==> src/imucf_pkg.sv <==
package imucf_pkg;

  localparam int CORDIC_STEPS_DEF = 16;
  localparam int CORDIC_MAX_STEPS = 24;
  localparam int STEP_W = 5;
  localparam int ANG_W  = 27;
  localparam int VEC_W  = 35;
  localparam int GT_W   = 33;
  localparam int ACC_W  = 51;

  localparam logic REG_BLEND_WEIGHT  = 1'b0;
  localparam logic REG_SAMPLE_PERIOD = 1'b1;

  localparam logic [15:0] BLEND_WEIGHT_RST  = 16'd58982;
  localparam logic [23:0] SAMPLE_PERIOD_RST = 24'd83886;

  localparam logic signed [ANG_W-1:0] DEG180 = ANG_W'(180 * 65536);

  typedef enum logic [2:0] {
    ST_IDLE,
    ST_CORDIC,
    ST_GYRO,
    ST_MULW,
    ST_MULA,
    ST_SAT,
    ST_DONE
  } state_t;

  typedef struct packed {
    logic              load;
    logic              cordic_step;
    logic [STEP_W-1:0] step;
    logic              gyro_en;
    logic              mulw_en;
    logic              mula_en;
    logic              sat_en;
    logic              out_load;
    logic [1:0]        axis;
  } cmd_t;

  typedef struct packed {
    logic out_free;
  } status_t;

  function automatic logic signed [ANG_W-1:0] atan_deg(input logic [STEP_W-1:0] i);
    logic signed [ANG_W-1:0] t;
    unique case (i)
      5'd0:  t = 27'sd2949120;
      5'd1:  t = 27'sd1740967;
      5'd2:  t = 27'sd919879;
      5'd3:  t = 27'sd466945;
      5'd4:  t = 27'sd234379;
      5'd5:  t = 27'sd117304;
      5'd6:  t = 27'sd58666;
      5'd7:  t = 27'sd29335;
      5'd8:  t = 27'sd14668;
      5'd9:  t = 27'sd7334;
      5'd10: t = 27'sd3667;
      5'd11: t = 27'sd1833;
      5'd12: t = 27'sd917;
      5'd13: t = 27'sd458;
      5'd14: t = 27'sd229;
      5'd15: t = 27'sd115;
      5'd16: t = 27'sd57;
      5'd17: t = 27'sd29;
      5'd18: t = 27'sd14;
      5'd19: t = 27'sd7;
      5'd20: t = 27'sd4;
      5'd21: t = 27'sd2;
      5'd22: t = 27'sd1;
      default: t = 27'sd0;
    endcase
    return t;
  endfunction

endpackage

==> src/imucf_ctrl.sv <==
module imucf_ctrl
  import imucf_pkg::*;
#(
  parameter int CORDIC_STEPS = CORDIC_STEPS_DEF
) (
  input  logic    clk,
  input  logic    rst,
  input  logic    in_valid,
  output logic    in_ready,
  input  status_t status,
  output cmd_t    cmd
);

  localparam int SW = (CORDIC_STEPS > 1) ? $clog2(CORDIC_STEPS) : 1;

  state_t state, state_next;
  logic [SW-1:0] step, step_next;
  logic [1:0] axis, axis_next;

  always_ff @(posedge clk) begin
    if (rst) begin
      state <= ST_IDLE;
      step  <= '0;
      axis  <= '0;
    end else begin
      state <= state_next;
      step  <= step_next;
      axis  <= axis_next;
    end
  end

  always_comb begin
    state_next = state;
    step_next  = step;
    axis_next  = axis;
    unique case (state)
      ST_IDLE: begin
        step_next = '0;
        axis_next = '0;
        if (in_valid) state_next = ST_CORDIC;
      end
      ST_CORDIC: begin
        step_next = step + 1'b1;
        if (step == SW'(CORDIC_STEPS - 1)) state_next = ST_GYRO;
      end
      ST_GYRO, ST_MULW, ST_MULA: begin
        axis_next = axis + 2'd1;
        if (axis == 2'd2) begin
          axis_next = '0;
          unique case (state)
            ST_GYRO: state_next = ST_MULW;
            ST_MULW: state_next = ST_MULA;
            default: state_next = ST_SAT;
          endcase
        end
      end
      ST_SAT: state_next = ST_DONE;
      ST_DONE: begin
        if (status.out_free) state_next = ST_IDLE;
      end
      default: state_next = ST_IDLE;
    endcase
  end

  always_comb begin
    cmd             = '0;
    cmd.step        = STEP_W'(step);
    cmd.axis        = axis;
    in_ready        = (state == ST_IDLE);
    cmd.load        = (state == ST_IDLE) && in_valid;
    cmd.cordic_step = (state == ST_CORDIC);
    cmd.gyro_en     = (state == ST_GYRO);
    cmd.mulw_en     = (state == ST_MULW);
    cmd.mula_en     = (state == ST_MULA);
    cmd.sat_en      = (state == ST_SAT);
    cmd.out_load    = (state == ST_DONE) && status.out_free;
  end

endmodule

==> config.mk <==
export PLATFORM = sky130hd
export DESIGN_NAME = imucf_ctrl
export DESIGN_NICKNAME = d
export VERILOG_FILES = /design/src/imucf_pkg.sv /design/src/imucf_ctrl.sv
export SDC_FILE = /design/constraint.sdc
export NUM_CORES = 1
export LEC_CHECK = 0
export ABC_AREA = 0
export BUFFER_PORTS_ARGS = -buffer_cell sky130_fd_sc_hd__buf_2
export CORE_MARGIN = 10
export CORE_UTILIZATION = 44
export DETAILED_ROUTE_END_ITERATION = 7
export PLACE_DENSITY = 0.73
export SYNTH_ARGS = -nofsm -noshare
export SYNTH_HDL_FRONTEND = slang
export SYNTH_SLANG_ARGS = --single-unit
==> constraint.sdc <==
create_clock -name clk -period 1.2 [get_ports clk]
set_input_delay 0.12 -clock clk [delete_from_list [all_inputs] [get_ports clk]]
set_output_delay 0.12 -clock clk [all_outputs]
set_load 0.01 [all_outputs]
==> results by group, run 1 <==
Run status
  • Status: complete, but fails checks
  • Failing checks: setup timing

Yosys
  • Net Count, Synth: 84
  • Synthesized area: about 640 µm²
  • Synth area leader: dfxtp_1
  • Most used flip-flop cell after synthesis: dfxtp_1
  • Xor and xnor area share after synthesis: 0
  • Largest family of logic cells by synthesized area: simple AND/OR/NAND/NOR gates
  • Syn. warnings: 0
  • Cells after Synth: 79
  • Adder-cell share of the synthesized area: 0.0196
  • Top cells by area, synth: dfxtp_1, nor2b_1, a21oi_1, nand2_1, nor2_1
  • Complex-gate fraction of the synthesized area: 0.227
  • Syn avg cell area: between 8 and 9 µm²
  • Post-Synth Simple-Gate Area: 0.329
  • Ys async rst share: 0
  • EDFF count, synth: 0
  • Mux contribution to synthesized area: 0.0333
  • Top-area cell type share of the netlist area: 0.282
  • Seq cells post-synth: 9
  • Seq/Total Area, Yosys: 0.282
  • Yosys cell types: 38

Global route
  • Initial antenna violation count: 0
  • Pin count of the biggest net entering global routing: 13
  • First-pass GRT wire length: 3610 µm
  • Remaining global-route overflow: 0
  • GRT Total Usage: 0.132
  • Vias in the first global route: 771

Final layout
  • Fillers: 47
  • Multi-input gate area: roughly 560 µm²
  • Final std cells w/o fill: 138
  • Layout cells sized above 1: 0.699
  • Final net count: ~130
  • Antenna Cells: 0
  • Finished Core Util: 0.920
  • FF/Latch Area: 199 µm²
  • Fin area: approximately 1200 µm²
  • P&R area growth vs syn: 92.4%

Placed design
  • GP Congestion: between 0.7 and 0.8
  • Placed Area: approximately 830 µm²
  • # port buffers: 17
  • Post-DP HPWL: 1330 µm
  • Placed cells: 120

Critical path
  • Worst Path Buf+Inv: 3
  • Family with the most delay on the worst path: buffers and inverters
  • RR Endpoint: state[0]$_SDFFE_PP0P_
  • Crit Reg-Reg Startpoint: axis[1]$_SDFFE_PP0P_
  • CP Launch Type: register
  • Arr. time, crit path: 1.33 ns
  • R2R Setup Slk: -0.23 ns
  • Reg2reg path depth: 5
  • Max incr delay on CP: 0.38 ns
  • CP required: 1.08 ns
  • WS Path Type: reg2out
  • CP cell instances: buf_6 -> nor2b_4 -> buf_6 -> nor2b_1 -> buf_2
  • CP max stage cell: dfxtp_4
  • CP max FO: 4
  • CP dominant cell by count: buf_6
  • Type of destination of the critical path: output pin

Drt
  • TritonRoute pass-1 iters: 4
  • # DRC: 0
  • Final ANT Viol Nets: 0
  • WL final: 3020 µm
  • WL/cell: between 20 and 25 µm
  • Vias: about 860
  • Initial DRC count: 46
  • Vias/cell: 6.20

Floorplan
  • Starting Density: 0.478
  • Io pins: 19
  • # rows: 13
  • Core area: 1330 µm²
  • Die height: 58.1 µm
  • Die area: between 3000 and 4000 µm²
  • Die width: approximately 58 µm

Min path
  • Hold Startpoint: rst
  • Hold Path Class: in2reg
  • Hold path depth: 2
  • Hold Path Sink: step[0]$_SDFFE_PP0P_

Timing
  • Clk_skew: 0.00623 ns
  • Minimum clock period: 1.45 ns
  • Unrepaired setup endpoints after global routing: yes
  • Total Neg Setup Slack: -2.22 ns
  • Fin. max-slew vios: 0
  • Final hold vios: 0
  • F_max: just under 0.7 GHz
  • Fin crit share: 1.21
  • # setup viols final: 16
  • Worst Setup Slack, final: -0.249 ns

Clock tree
  • Clock sink count: 9
  • Clock transition at path regs: 0.07 ns
  • CTS Buf Count: 3
  • Hold-fix buffers, CTS: 0
  • CTS tree: built
  • H-tree depth: 1
  • Clock root cell: clkbuf_4
  • CTS max path bufs: 2
  • Clock latency at the later pin of the worst-skew pair: 0.26 ns

Job
  • Max Cap Viol: 0

Power and ir drop
  • Maximum vdd drop: slightly below 0.9 mV
  • Total power: between 800 and 900 µW
  • Pleak: roughly 0.00053 µW
  • Pwr Density: 706 nW/µm²
==> how the worst max path moves through the flow <==
| stage | start | depth (start not counted) | to | slack [ns] |
|---|---|---|---|---|
| after floorplan | step[0]$_SDFFE_PP0P_ | 5 | state[1]$_SDFFE_PP0P_ | -0.03 |
| after CTS | state[1]$_SDFFE_PP0P_ | 5 | cmd[6] | -0.17 |
| after detailed placement | state[2]$_SDFFE_PP0P_ | 4 | state[1]$_SDFFE_PP0P_ | -0.16 |
| after global routing | axis[1]$_SDFFE_PP0P_ | 5 | state[0]$_SDFFE_PP0P_ | -0.29 |
| after global placement | state[2]$_SDFFE_PP0P_ | 4 | state[1]$_SDFFE_PP0P_ | -0.14 |
| final | state[1]$_SDFFE_PP0P_ | 5 | cmd[6] | -0.25 |
==> placed cells by master, fill, tap and decap left out, types with 4 or more instances in the layout <==
master,Yosys,final
a21oi_1,6,4
buf_2,1,11
buf_4,3,14
buf_6,2,23
dfxtp_1,9,4
dfxtp_4,0,5
nand2_1,7,4
nor2_1,7,6
==> through the flow <==
stage	hold slack, ns	setup slack [ns]
final	0.189	-0.249
after floorplan	0.301	-0.0292
after global routing	0.189	-0.288
after detailed placement	0.453	-0.163
after CTS	0.168	-0.168
after global placement	0.438	-0.141
==> synth_stat cells, types with 2 or more instances <==
library cell and instances:
dfxtp_1 9, o21ai_0 2, buf_4 3, nand3_1 3, and2_1 2, a21oi_1 6
nor3b_1 2, inv_1 2, nor3_1 2, a221oi_1 2, nor2b_1 5, nor2_1 7
nand2_1 7, buf_6 2, clkbuf_1 2
==> where the power goes <==
part           leakage [µW]  internal [µW]  total, µW  switching [µW]
Clock             0.0000150            128        240             112
Combinational      0.000435            162        308             146
Sequential        0.0000766            303        318            15.0
Total              0.000527            593        866             273
==> state kept, by name, summed over array words and instances, names as in the netlist <==
signal,cells
step,4
state,3
axis,2
==> area by class of cell <==
cell class              instances  share of cell area
multi-input cells              60               0.454
repair buffers                 48               0.341
flip-flops and latches          9               0.162
clock buffers                   4              0.0214
well taps                      15              0.0153
inverters                       2             0.00612
==> repair_timing <==
action | 4_1_cts | 5_1_grt
resized for setup | 32 | 29
setup endpoints to repair | 16 | 16
setup buffers | 8 | 7
pin swaps | 9 | 11
==> cell families (layout without fill, tap and decap cells) <==
logic type | Yosys count | count (layout)
buffers and inverters | 10 | 54
and+or+nand+nor | 36 | 36
DFF | 9 | 9
muxes | 2 | 2
AOI/OAI and AO/OA | 20 | 20
other | 1 | 1
adders and majority gates | 1 | 1
==> layer usage <==
layer,vias up,track usage,routed length (µm)
met5,-,0,0
met4,0,0.0604,153
met3,22,0.0414,266
met2,52,0.206,1460
met1,409,0.160,1140
li1,373,-,-
No activity file was read; power rests on OpenSTA's default activity.
==> run 2, diff against run 1 <==
--- a/config.mk
+++ b/config.mk
@@ -7,10 +7,12 @@
 export LEC_CHECK = 0
 export ABC_AREA = 0
 export BUFFER_PORTS_ARGS = -buffer_cell sky130_fd_sc_hd__buf_2
+export CELL_PAD_IN_SITES_DETAIL_PLACEMENT = 0
+export CELL_PAD_IN_SITES_GLOBAL_PLACEMENT = 2
 export CORE_MARGIN = 10
-export CORE_UTILIZATION = 44
+export CORE_UTILIZATION = 25
 export DETAILED_ROUTE_END_ITERATION = 7
-export PLACE_DENSITY = 0.73
+export PLACE_DENSITY_LB_ADDON = 0.1
 export SYNTH_ARGS = -nofsm -noshare
 export SYNTH_HDL_FRONTEND = slang
 export SYNTH_SLANG_ARGS = --single-unit
==> results by group, run 2 (synthesis gave the netlist of run 1 again) <==
Critical path
  • CP required: between 1 and 1.5 ns
  • CP max FO: 7
  • Arr. time, crit path: 1.26 ns
  • Type of destination of the critical path: output pin
  • Crit Reg-Reg Startpoint: state[1]$_SDFFE_PP0P_
  • RR Endpoint: state[1]$_SDFFE_PP0P_
  • CP Launch Type: register
  • WS Path Type: reg2out
  • R2R Setup Slk: -0.17 ns
  • Reg2reg path depth: 7

Timing
  • Worst Setup Slack, final: -0.181 ns
  • Fin crit share: 1.15
  • # setup viols final: 15
  • Minimum clock period: approximately 1.4 ns
  • Hold WS: roughly 0.18 ns
  • Unrepaired setup endpoints after global routing: yes
  • Fin. max-slew vios: 0
  • Final hold vios: 0
  • F_max: 0.724 GHz
  • Clk_skew: 0.00813 ns

Drt
  • # DRC: 0
  • Initial DRC count: 22
  • WL final: 2270 µm
  • Vias/cell: 4.92
  • Vias: about 760
  • WL/cell: 14.8 µm
  • TritonRoute pass-1 iters: 4
  • Final ANT Viol Nets: 0

Clock tree
  • CTS tree: built
  • H-tree depth: 1
  • CTS Buf Count: 3
  • Hold-fix buffers, CTS: 0
  • Clock latency at the later pin of the worst-skew pair: 0.28 ns
  • Clock root cell: clkbuf_4
  • Clock sink count: 9
  • Clock transition at path regs: 0.08 ns
  • CTS max path bufs: 2

Run status
  • Failing checks: setup timing
  • Status: complete, but fails checks

Placed design
  • # port buffers: 17
  • Post-DP HPWL: approximately 1500 µm
  • GP Congestion: between 0.8 and 0.9
  • Placed cells: 140

Global route
  • Pin count of the biggest net entering global routing: 13
  • Remaining global-route overflow: 0
  • First-pass GRT wire length: between 3000 and 4000 µm
  • Vias in the first global route: 795
  • GRT Total Usage: 0.0858
  • Initial antenna violation count: 0

Floorplan
  • # rows: 18
  • Core area: 2450 µm²
  • Die area: 4970 µm²
  • Io pins: 19
  • Die width: roughly 71 µm
  • Die height: 70.5 µm
  • Starting Density: 0.260

Power and ir drop
  • Sw Pwr: around 260 µW
  • Maximum vdd drop: 0.447 mV
  • Seq pwr share: 0.381
  • Int Power: 586 µW
  • Combinational fraction of design power: 0.314
  • Pwr Density: 733 nW/µm²
  • Pleak: around 0.00053 µW
  • Switching Fraction: 0.310
  • Clock power share: 0.306

Job
  • Max Cap Viol: 0

Min path
  • Hold Path Class: in2reg
  • Hold path depth: 2
  • Hold Startpoint: rst
  • Hold Path Sink: step[3]$_SDFFE_PP0P_

Final layout
  • Fillers: 243
  • Largest registers: step: 4 flops, state: 3 flops, axis: 2 flops
  • Largest register FFs: 4
  • P&R area growth vs syn: 81.8%
  • Final std cells w/o fill: 154
  • Final net count: 130
  • Most frequent cells in the layout: buf_4, buf_2, buf_6, nor2_1
  • Largest reg by FF count: step
  • Commonest non-fill, non-tap cell in the layout: buf_4
  • Antenna Cells: 0
  • Finished Core Util: 0.472
  • Layout cells sized above 1: 0.677
-- run 2: cell count changes in the layout (fill, tap and decap cells not counted), sizes merged --
cell	change
buf	+1
-- run 2: how the worst max path moves through the flow --
stage / startpoint / endpoint / slack (ns)
final: state[1]$_SDFFE_PP0P_ / cmd[13] / -0.18
after CTS: state[2]$_SDFFE_PP0P_ / cmd[13] / -0.16
after global routing: state[2]$_SDFFE_PP0P_ / state[1]$_SDFFE_PP0P_ / -0.24
after floorplan: step[0]$_SDFFE_PP0P_ / state[1]$_SDFFE_PP0P_ / -0.03
after detailed placement: state[2]$_SDFFE_PP0P_ / state[1]$_SDFFE_PP0P_ / -0.20
after global placement: state[2]$_SDFFE_PP0P_ / axis[1]$_SDFFE_PP0P_ / -0.18
-- run 2: worst max-delay path, cell delays in order (launching register included) --
cell     delay, ns
dfxtp_4       0.38
or2_4         0.27
nor2_4        0.09
and2_4        0.14
buf_6         0.09
-- run 2: timing repair --
action / 4_1_cts / 5_1_grt
pin swaps: 9 / 9
hold endpoints to repair: 0 / 0
endpoints found under the setup margin: 17 / 17
resized for setup: 18 / 22
setup buffers: 9 / 2
-- run 2: power by group through the flow --
stage	Sequential [µW]	Combinational [µW]	Clock [µW]
6_report	324	267	260
4_1_cts	320	213	258
3_5_place_dp	329	165	0
2_1_floorplan	322	108	0
5_1_grt	325	286	270
3_3_place_gp	329	162	0
-- run 2: metrics by stage --
step / TNS (ns) / worst slack (ns) / instance area (µm²) / power [µW]
after floorplan: -0.0462 / -0.0292 / 661 / 430
after global placement: -0.961 / -0.177 / 891 / 491
after detailed placement: -1.27 / -0.196 / 891 / 494
after CTS: -1.37 / -0.155 / 1050 / 791
after global routing: -2.45 / -0.244 / 1160 / 881
final: -1.65 / -0.181 / 1160 / 850
-- run 2: layout make-up --
| cell class | instances | area, µm² | share of cell area |
|---|---|---|---|
| inverters | 2 | 7.51 | 0.00647 |
| flip-flops and latches | 9 | 200 | 0.173 |
| repair buffers | 49 | 373 | 0.321 |
| clock buffers | 4 | 26.3 | 0.0227 |
| well taps | 30 | 37.5 | 0.0324 |
| multi-input cells | 60 | 515 | 0.444 |
-- run 2: per-layer routing --
layer | wire length, µm | up-vias | GRT usage
met4 | 40 | 0 | 0.0439
met3 | 86 | 5 | 0.0240
li1 | - | 368 | -
met5 | 0 | - | 0
met1 | 1040 | 362 | 0.100
met2 | 1110 | 22 | 0.139
